$ cat src/hw/rtl/swdf_pkg.sv
// Shared constants, register codes and interface types for the scale weight display filter.
package swdf_pkg;

  localparam int AdcW     = 24;
  localparam int NetW     = AdcW + 1;
  localparam int CalW     = 26;
  localparam int ThrW     = 16;
  localparam int AlphaW   = 9;
  localparam int WgtW     = 33;
  localparam int ShownW   = 26;
  localparam int DiffW    = WgtW + 1;
  localparam int MulW     = DiffW + CalW;
  localparam int EwW      = 45;
  localparam int CfgIdxW  = 3;
  localparam int CfgDataW = CalW;

  // Q24 product to Q8 grams, EWMA in 1/256, display Q8 to half grams
  localparam int WShift     = 16;
  localparam int EwShift    = 8;
  localparam int ShownShift = 7;

  localparam logic signed [CalW-1:0] CalReset      = -26'sd1124073;
  localparam logic [ThrW-1:0]        ZeroSnapReset = 16'd512;
  localparam logic [ThrW-1:0]        RemHighReset  = 16'd5120;
  localparam logic [ThrW-1:0]        RemLowReset   = 16'd2560;
  localparam logic [AlphaW-1:0]      AlphaReset    = 9'd77;
  localparam logic [AlphaW-1:0]      AlphaMax      = 9'd256;

  typedef enum logic [CfgIdxW-1:0] {
    RegCal     = 3'd0,
    RegZeroSnap = 3'd1,
    RegRemHigh = 3'd2,
    RegRemLow  = 3'd3,
    RegAlpha   = 3'd4
  } cfg_reg_e;

  typedef struct packed {
    logic signed [CalW-1:0] cal;
    logic [ThrW-1:0]        zero_snap;
    logic [ThrW-1:0]        rem_high;
    logic [ThrW-1:0]        rem_low;
    logic [AlphaW-1:0]      alpha;
  } cfg_t;

  typedef struct packed {
    logic accept;   // capture request, multiply net by factor
    logic ld_w;     // round and saturate weight
    logic mul_ew;   // multiply alpha by (weight - display)
    logic upd;      // update filter state or take tare
    logic ld_out;   // load output register
  } dp_cmd_t;

  typedef struct packed {
    logic out_busy;
  } dp_sts_t;

endpackage

$ cat src/hw/rtl/swdf_cfg.sv
// Configuration register file for the scale weight display filter.
module swdf_cfg (
  input  logic                               clk_i,
  input  logic                               rst_ni,
  input  logic                               cfg_we_i,
  input  logic [swdf_pkg::CfgIdxW-1:0]       cfg_idx_i,
  input  logic [swdf_pkg::CfgDataW-1:0]      cfg_wdata_i,
  output swdf_pkg::cfg_t                     cfg_o
);

  swdf_pkg::cfg_t cfg_q;

  always_ff @(posedge clk_i or negedge rst_ni) begin
    if (!rst_ni) begin
      cfg_q.cal       <= swdf_pkg::CalReset;
      cfg_q.zero_snap <= swdf_pkg::ZeroSnapReset;
      cfg_q.rem_high  <= swdf_pkg::RemHighReset;
      cfg_q.rem_low   <= swdf_pkg::RemLowReset;
      cfg_q.alpha     <= swdf_pkg::AlphaReset;
    end else if (cfg_we_i) begin
      unique case (swdf_pkg::cfg_reg_e'(cfg_idx_i))
        swdf_pkg::RegCal:      cfg_q.cal       <= cfg_wdata_i[swdf_pkg::CalW-1:0];
        swdf_pkg::RegZeroSnap: cfg_q.zero_snap <= cfg_wdata_i[swdf_pkg::ThrW-1:0];
        swdf_pkg::RegRemHigh:  cfg_q.rem_high  <= cfg_wdata_i[swdf_pkg::ThrW-1:0];
        swdf_pkg::RegRemLow:   cfg_q.rem_low   <= cfg_wdata_i[swdf_pkg::ThrW-1:0];
        swdf_pkg::RegAlpha:    cfg_q.alpha     <= cfg_wdata_i[swdf_pkg::AlphaW-1:0];
        default: ;
      endcase
    end
  end

  assign cfg_o = cfg_q;

endmodule

$ cat src/hw/rtl/swdf_ctrl.sv
// Sequencing state machine for the scale weight display filter.
module swdf_ctrl (
  input  logic              clk_i,
  input  logic              rst_ni,
  input  logic              in_valid_i,
  input  logic              op_i,
  output logic              in_stall_o,
  input  swdf_pkg::dp_sts_t sts_i,
  output swdf_pkg::dp_cmd_t cmd_o
);

  typedef enum logic [2:0] {
    StIdle,
    StWgt,
    StMulEw,
    StUpd,
    StOut
  } state_e;

  state_e state_q, state_d;

  always_comb begin
    state_d = state_q;
    cmd_o   = '0;
    unique case (state_q)
      StIdle: begin
        if (in_valid_i) begin
          cmd_o.accept = 1'b1;
          state_d      = op_i ? StUpd : StWgt;
        end
      end
      StWgt: begin
        cmd_o.ld_w = 1'b1;
        state_d    = StMulEw;
      end
      StMulEw: begin
        cmd_o.mul_ew = 1'b1;
        state_d      = StUpd;
      end
      StUpd: begin
        cmd_o.upd = 1'b1;
        state_d   = StOut;
      end
      StOut: begin
        if (!sts_i.out_busy) begin
          cmd_o.ld_out = 1'b1;
          state_d      = StIdle;
        end
      end
      default: state_d = StIdle;
    endcase
  end

  always_ff @(posedge clk_i or negedge rst_ni) begin
    if (!rst_ni) begin
      state_q <= StIdle;
    end else begin
      state_q <= state_d;
    end
  end

  assign in_stall_o = (state_q != StIdle);

endmodule

$ cat src/hw/rtl/swdf_dp.sv
// Datapath: tare offset, shared multiplier, weight rounding, EWMA filter and output register.
module swdf_dp (
  input  logic                                clk_i,
  input  logic                                rst_ni,
  input  swdf_pkg::cfg_t                      cfg_i,
  input  swdf_pkg::dp_cmd_t                   cmd_i,
  output swdf_pkg::dp_sts_t                   sts_o,
  input  logic                                op_i,
  input  logic signed [swdf_pkg::AdcW-1:0]    raw_count_i,
  output logic                                out_valid_o,
  input  logic                                out_stall_i,
  output logic signed [swdf_pkg::NetW-1:0]    net_count_o,
  output logic signed [swdf_pkg::WgtW-1:0]    weight_q8_o,
  output logic signed [swdf_pkg::ShownW-1:0]  shown_half_grams_o,
  output logic                                tare_done_o
);

  localparam int MulW   = swdf_pkg::MulW;
  localparam int WgtW   = swdf_pkg::WgtW;
  localparam int EwW    = swdf_pkg::EwW;
  localparam int ShW    = WgtW + 1;
  localparam int ShownW = swdf_pkg::ShownW;

  // filter state
  logic signed [swdf_pkg::AdcW-1:0] offset_q;
  logic signed [WgtW-1:0]           disp_q, disp_d;
  logic signed [WgtW-1:0]           prev_q;

  // per-request payload
  logic                             op_q;
  logic signed [swdf_pkg::AdcW-1:0] raw_q;
  logic signed [swdf_pkg::NetW-1:0] net_q;
  logic signed [MulW-1:0]           prod_q;
  logic signed [WgtW-1:0]           w_q, w_d;

  logic                             out_valid_q;
  logic signed [swdf_pkg::NetW-1:0] net_out_q;
  logic signed [WgtW-1:0]           wgt_out_q;
  logic signed [ShownW-1:0]         shown_out_q, shown_d;
  logic                             tare_out_q;

  // shared multiplier
  logic signed [swdf_pkg::NetW-1:0]  net_in;
  logic signed [swdf_pkg::DiffW-1:0] diff;
  logic [swdf_pkg::AlphaW-1:0]       alpha_sat;
  logic signed [swdf_pkg::DiffW-1:0] mul_a;
  logic signed [swdf_pkg::CalW-1:0]  mul_b;
  logic signed [MulW-1:0]            mul_p;

  assign net_in    = swdf_pkg::NetW'(raw_count_i) - swdf_pkg::NetW'(offset_q);
  assign diff      = swdf_pkg::DiffW'(w_q) - swdf_pkg::DiffW'(disp_q);
  assign alpha_sat = (cfg_i.alpha > swdf_pkg::AlphaMax) ? swdf_pkg::AlphaMax : cfg_i.alpha;
  assign mul_a     = cmd_i.mul_ew ? diff : swdf_pkg::DiffW'(net_in);
  assign mul_b     = cmd_i.mul_ew ? $signed(swdf_pkg::CalW'(alpha_sat)) : cfg_i.cal;
  assign mul_p     = mul_a * mul_b;

  // weight: round half away from zero, shift to Q8, saturate
  logic signed [MulW-1:0] w_sum, w_sh;
  assign w_sum = prod_q + MulW'(1 << (swdf_pkg::WShift - 1)) - MulW'(prod_q[MulW-1]);
  assign w_sh  = w_sum >>> swdf_pkg::WShift;
  always_comb begin
    if ((&w_sh[MulW-1:WgtW-1]) || !(|w_sh[MulW-1:WgtW-1])) begin
      w_d = w_sh[WgtW-1:0];
    end else begin
      w_d = w_sh[MulW-1] ? {1'b1, {(WgtW-1){1'b0}}} : {1'b0, {(WgtW-1){1'b1}}};
    end
  end

  // display update: disp + alpha*(w - disp)/256, or zero on a zero snap or a removal
  logic [WgtW-1:0]       abs_w, abs_prev;
  logic                  snap, removed;
  logic signed [EwW-1:0] ew_sum, ew_rnd, ew_sh;

  assign abs_w    = w_q[WgtW-1] ? (~w_q + 1'b1) : w_q;
  assign abs_prev = prev_q[WgtW-1] ? (~prev_q + 1'b1) : prev_q;
  assign snap     = abs_w < WgtW'(cfg_i.zero_snap);
  assign removed  = (abs_prev > WgtW'(cfg_i.rem_high)) && (abs_w < WgtW'(cfg_i.rem_low));

  assign ew_sum = (EwW'(disp_q) <<< swdf_pkg::EwShift) + $signed(prod_q[EwW-1:0]);
  assign ew_rnd = ew_sum + EwW'(1 << (swdf_pkg::EwShift - 1)) - EwW'(ew_sum[EwW-1]);
  assign ew_sh  = ew_rnd >>> swdf_pkg::EwShift;

  always_comb begin
    if (snap || removed) begin
      disp_d = '0;
    end else if ((&ew_sh[EwW-1:WgtW-1]) || !(|ew_sh[EwW-1:WgtW-1])) begin
      disp_d = ew_sh[WgtW-1:0];
    end else begin
      disp_d = ew_sh[EwW-1] ? {1'b1, {(WgtW-1){1'b0}}} : {1'b0, {(WgtW-1){1'b1}}};
    end
  end

  // display in half grams
  logic signed [ShW-1:0] sh_sum, sh_sh;
  assign sh_sum = ShW'(disp_q) + ShW'(1 << (swdf_pkg::ShownShift - 1)) - ShW'(disp_q[WgtW-1]);
  assign sh_sh  = sh_sum >>> swdf_pkg::ShownShift;
  always_comb begin
    if ((&sh_sh[ShW-1:ShownW-1]) || !(|sh_sh[ShW-1:ShownW-1])) begin
      shown_d = sh_sh[ShownW-1:0];
    end else begin
      shown_d = sh_sh[ShW-1] ? {1'b1, {(ShownW-1){1'b0}}} : {1'b0, {(ShownW-1){1'b1}}};
    end
  end

  always_ff @(posedge clk_i or negedge rst_ni) begin
    if (!rst_ni) begin
      offset_q    <= '0;
      disp_q      <= '0;
      prev_q      <= '0;
      out_valid_q <= 1'b0;
    end else begin
      if (cmd_i.upd) begin
        if (op_q) begin
          offset_q <= raw_q;
          disp_q   <= '0;
          prev_q   <= '0;
        end else begin
          disp_q <= disp_d;
          prev_q <= w_q;
        end
      end
      if (cmd_i.ld_out) begin
        out_valid_q <= 1'b1;
      end else if (!out_stall_i) begin
        out_valid_q <= 1'b0;
      end
    end
  end

  always_ff @(posedge clk_i) begin
    if (cmd_i.accept) begin
      op_q  <= op_i;
      raw_q <= raw_count_i;
      net_q <= net_in;
    end
    if (cmd_i.accept || cmd_i.mul_ew) begin
      prod_q <= mul_p;
    end
    if (cmd_i.ld_w) begin
      w_q <= w_d;
    end
    if (cmd_i.ld_out) begin
      net_out_q   <= op_q ? '0 : net_q;
      wgt_out_q   <= op_q ? '0 : w_q;
      shown_out_q <= op_q ? '0 : shown_d;
      tare_out_q  <= op_q;
    end
  end

  assign sts_o.out_busy     = out_valid_q && out_stall_i;
  assign out_valid_o        = out_valid_q;
  assign net_count_o        = net_out_q;
  assign weight_q8_o        = wgt_out_q;
  assign shown_half_grams_o = shown_out_q;
  assign tare_done_o        = tare_out_q;

endmodule

$ cat src/hw/rtl/scale_weight_display_filter_unit.sv
// Top level of the load-cell tare, scale and display filter.
//
// Input channel (in_valid_i / in_stall_o) carries one request: op_i selects a
// weigh sample (0) or a tare capture (1), raw_count_i is the averaged signed ADC
// count. A request is taken when in_valid_i is high and in_stall_o is low.
// Output channel (out_valid_o / out_stall_i) returns one result per request:
// net count, unfiltered weight (grams Q8), display weight in 0.5 g steps and
// the tare flag. The result sits in an output register until taken.
// A weigh request runs StWgt, StMulEw, StUpd and StOut before the next acceptance;
// one 34x26 multiplier is shared by the net*factor and the alpha*(weight-display)
// products, each followed by a rounding step. A tare request runs StUpd and StOut.
// out_valid_o rises once StOut has loaded the output register. If the receiver
// stalls while a result is still held, the block finishes the next request and
// waits with in_stall_o high until the output register frees up.
// Reset loads the register defaults, clears the zero offset, the display and the
// previous weight, and empties the output register.
// Configuration: cfg_we_i writes cfg_wdata_i to register cfg_idx_i (0 cal_factor,
// 1 zero_snap, 2 removal_high, 3 removal_low, 4 alpha); write only when idle.
module scale_weight_display_filter_unit (
  input  logic                                clk_i,
  input  logic                                rst_ni,
  input  logic                                cfg_we_i,
  input  logic [swdf_pkg::CfgIdxW-1:0]        cfg_idx_i,
  input  logic [swdf_pkg::CfgDataW-1:0]       cfg_wdata_i,
  input  logic                                in_valid_i,
  output logic                                in_stall_o,
  input  logic                                op_i,
  input  logic signed [swdf_pkg::AdcW-1:0]    raw_count_i,
  output logic                                out_valid_o,
  input  logic                                out_stall_i,
  output logic signed [swdf_pkg::NetW-1:0]    net_count_o,
  output logic signed [swdf_pkg::WgtW-1:0]    weight_q8_o,
  output logic signed [swdf_pkg::ShownW-1:0]  shown_half_grams_o,
  output logic                                tare_done_o
);

  swdf_pkg::cfg_t    cfg;
  swdf_pkg::dp_cmd_t cmd;
  swdf_pkg::dp_sts_t sts;

  swdf_cfg u_cfg (
    .clk_i       (clk_i),
    .rst_ni      (rst_ni),
    .cfg_we_i    (cfg_we_i),
    .cfg_idx_i   (cfg_idx_i),
    .cfg_wdata_i (cfg_wdata_i),
    .cfg_o       (cfg)
  );

  swdf_ctrl u_ctrl (
    .clk_i      (clk_i),
    .rst_ni     (rst_ni),
    .in_valid_i (in_valid_i),
    .op_i       (op_i),
    .in_stall_o (in_stall_o),
    .sts_i      (sts),
    .cmd_o      (cmd)
  );

  swdf_dp u_dp (
    .clk_i              (clk_i),
    .rst_ni             (rst_ni),
    .cfg_i              (cfg),
    .cmd_i              (cmd),
    .sts_o              (sts),
    .op_i               (op_i),
    .raw_count_i        (raw_count_i),
    .out_valid_o        (out_valid_o),
    .out_stall_i        (out_stall_i),
    .net_count_o        (net_count_o),
    .weight_q8_o        (weight_q8_o),
    .shown_half_grams_o (shown_half_grams_o),
    .tare_done_o        (tare_done_o)
  );

endmodule

$ cat config.mk
export PLATFORM = sky130hd
export DESIGN_NAME = scale_weight_display_filter_unit
export DESIGN_NICKNAME = d
export VERILOG_FILES = /design/src/hw/rtl/swdf_pkg.sv /design/src/hw/rtl/swdf_cfg.sv /design/src/hw/rtl/swdf_ctrl.sv /design/src/hw/rtl/swdf_dp.sv /design/src/hw/rtl/scale_weight_display_filter_unit.sv
export SDC_FILE = /design/constraint.sdc
export NUM_CORES = 2
export LEC_CHECK = 0
export BUFFER_PORTS_ARGS = -buffer_cell sky130_fd_sc_hd__buf_2
export CORE_MARGIN = 2
export CORE_UTILIZATION = 70
export CTS_CLUSTER_SIZE = 25
export DETAILED_ROUTE_END_ITERATION = 16
export GPL_ROUTABILITY_DRIVEN = 1
export PLACE_DENSITY = 0.85
export RECOVER_POWER = 50
export SLEW_MARGIN = 10
export SYNTH_ARGS = -nofsm -noshare
export SYNTH_HDL_FRONTEND = slang
export SYNTH_SLANG_ARGS = --single-unit
$ cat constraint.sdc
create_clock -name clk_i -period 26.7 [get_ports clk_i]
set_input_delay 2.67 -clock clk_i [delete_from_list [all_inputs] [get_ports clk_i]]
set_output_delay 2.67 -clock clk_i [all_outputs]
set_load 0.1 [all_outputs]
==> impl_metrics.env <==
export IMPL_fillers=6200
export IMPL_setup_viol=0
export IMPL_drv_cap=9
export IMPL_cpMostUsedCell="fa_1"
export IMPL_clkTransAtPathRegs_ns=0.07
export IMPL_synth_edf_count=228
export IMPL_worst_slew_pin_slew_ns=3.91
export IMPL_fin_crit_sh_pct=53.6
export IMPL_drt_initial_drc_count=4606
export IMPL_synthMuxAreaShare_pct=2.41
export IMPL_ys_seq_area_share_pct=18.9
export IMPL_antenna_found_initial=9
export IMPL_die_area_um2=87600
export IMPL_grt_util_all_layers_pct=42.6
export IMPL_critPathSlowestCell="xnor2_1"
export IMPL_dp_hpwl_um=147000
export IMPL_ant_nets=0
export IMPL_clkSinkCount=405
export IMPL_core_area_um2=84900
export IMPL_ios=146
export IMPL_grt_first_pass_wirelength_um=279000
export IMPL_cp_end_kind="flip-flop"
export IMPL_layout_min_cycle_time_ns=14.31
export IMPL_clockBufferDepth=3
export IMPL_final_nets=7886
export IMPL_rows=107
export IMPL_drt_pass1_iterations=6
export IMPL_root_buffer="clkbuf_16"
export IMPL_synth_fa_ha_area_share_pct=39.2
export IMPL_cts_htree_levels=2
export IMPL_status="finished, violations left"
export IMPL_cp_arrival_ns=14.78
export IMPL_whs_ns=0.478
export IMPL_synthXorXnorAreaFrac_pct=4.21
export IMPL_yosys_warnings=0
export IMPL_tns_ns=0
export IMPL_synth_top_family_by_area="adder cells"
export IMPL_syn_avg_cell_area_um2=9.20
export IMPL_synthFlopType="edfxtp_1"
export IMPL_wl_per_cell_um=23.6
export IMPL_critPathMaxStageDelay_ns=0.83
export IMPL_skew_ns=0.0391
export IMPL_yosys_register_bits=405
export IMPL_timing_fmax_mhz=69.9
export IMPL_remaining_drc_errors=0
export IMPL_die_w_um=296
export IMPL_rsz0062_at_grt="false"
export IMPL_die_h_um=296
export IMPL_layout_common_cells="inv_1 (1,258), fa_1 (895), nand2_1 (698)"
export IMPL_grt_remaining_overflow=0
export IMPL_worst_slew_margin_rel_pct=-161
export IMPL_cts_setup_buffers=0
export IMPL_drive_gt1_share_pct=7.28
export IMPL_cts_tree="done"
export IMPL_portBuffers=145
export IMPL_place_area_um2=61400
export IMPL_synth_nets=7874
export IMPL_clk_latency_ns=0.64
export IMPL_ctsResizeCount=0
export IMPL_cts_made_buffers=46
export IMPL_layout_commonest_cell="inv_1"
export IMPL_grt_max_degree=69
export IMPL_synth_compound_area_share_pct=12.4
export IMPL_hold_viol_final=0
export IMPL_crit_required_ns=27.17
export IMPL_regArea_um2=11300
export IMPL_criticalPathCategory="input port to flip-flop"
export IMPL_drv_slew=449
export IMPL_fin_area_um2=62800
export IMPL_drt_wl_total_um=182000
export IMPL_gp_congestion=1.06
export IMPL_cp_start_kind="input port"
export IMPL_start_util_pct=70.3
export IMPL_synth_cell_types=100
export IMPL_viasPerCell=6.24
export IMPL_synth_cells=6489
export IMPL_vias=48000
export IMPL_areaGrowthSynthToFinish_pct=5.25
export IMPL_hp_class="flip-flop to flip-flop"
export IMPL_failed_checks="capacitance limit, slew limit"
export IMPL_synth_simple_area_share_pct=13.2
export IMPL_async_reset_ff_share_pct=43.7
export IMPL_ctsHoldBuffers=0
export IMPL_grt_pass1_vias=48500
export IMPL_multi_input_area_um2=42700
export IMPL_netlist_area_um2=59700
export IMPL_worst_path_max_fanout=12
## critical path, delay by kind of cell
family                   cells  cell delay [ns]
AO/OA/AOI/OAI               17             4.89
buffers and inverters        6             0.80
AND/OR/NAND/NOR              6             1.48
adder cells (fa/ha/maj)      9             4.11
XOR/XNOR                     1             0.83
## cell usage after synthesis, drive strengths merged, types with 78 or more instances
master,instances,area share [%]
inv,1258,7.9
fa,895,30
nand2,698,4.4
nor2,445,2.8
ha,431,9.0
a21oi,293,2.5
edfxtp,228,11
o21ai,221,1.9
a21o,218,2.7
clkbuf,216,1.4
xnor2,209,3.1
dfrtp,151,6.3
nor2b,127,1.3
mux2,117,2.2
xor2,78,1.1
## final timing paths
| check | depth (start not counted) | slack, ns | start | endpoint |
|---|---|---|---|---|
| max in group asynchronous | 2 | 18.56 | rst_ni | u_dp.prev_q[25]$_DFFE_PN0P_ |
| worst max register to register | 36 | 13.29 | u_dp.disp_q[1]$_DFFE_PN0P_ | u_dp.prod_q[58]$_DFFE_PP_ |
| worst min-delay path | 1 | 0.48 | u_dp.raw_q[9]$_DFFE_PP_ | u_dp.offset_q[9]$_DFFE_PN0P_ |
| worst max-delay path | 39 | 12.39 | raw_count_i[1] | u_dp.prod_q[48]$_DFFE_PP_ |
| min in group asynchronous | 1 | 3.33 | rst_ni | u_dp.offset_q[23]$_DFFE_PN0P_ |
| worst min register to register | 1 | 0.48 | u_dp.raw_q[9]$_DFFE_PP_ | u_dp.offset_q[9]$_DFFE_PN0P_ |
## cell type report
cell class / count / area share [%]
Clock buffer: 59 / 1.93
Antenna cell: 10 / 0.0398
Sequential cell: 405 / 18.0
Clock inverter: 26 / 0.446
Tap cell: 1144 / 2.28
Multi-Input combinational cell: 4578 / 68.0
Inverter: 1262 / 7.54
Timing Repair Buffer: 208 / 1.79
## state kept, by name, summed over array words and instances, names as in the netlist
register,cells
u_cfg.cfg_o,83
u_ctrl.state_q,3
u_dp.disp_q,33
u_dp.net_count_o,25
u_dp.net_q,25
u_dp.offset_q,24
u_dp.op_q,1
u_dp.out_valid_o,1
u_dp.prev_q,33
u_dp.prod_q,60
u_dp.raw_q,24
u_dp.shown_half_grams_o,26
u_dp.tare_done_o,1
u_dp.w_q,33
u_dp.weight_q8_o,33
## stage by stage
step	util, %	worst slack, ns	std cells
6_report	74.0	12.39	7692
2_1_floorplan	-	14.44	6489
5_1_grt	74.0	11.69	7684
3_3_place_gp	72.3	12.24	7597
3_5_place_dp	72.3	11.92	7597
4_1_cts	74.1	12.40	7682
## per-layer routing
layer	vias to the layer above	wire, um	track usage (%)
met4	6	14800	27.5
met1	23500	65800	53.7
met3	760	21500	11.4
li1	20900	-	-
met5	-	35	0
met2	2813	79700	65.2
## logic make-up after synthesis
logic type | count (synthesis)
muxes | 129
xor gates and xnor gates | 287
AOI/OAI and AO/OA | 1119
buffers and inverters | 1506
and+or+nand+nor | 1711
DFF | 405
adders and majority gates | 1332
Power is left out: the tool's default activity adds up to more than one toggle a clock period on the data nets, which glitch-free logic cannot reach.
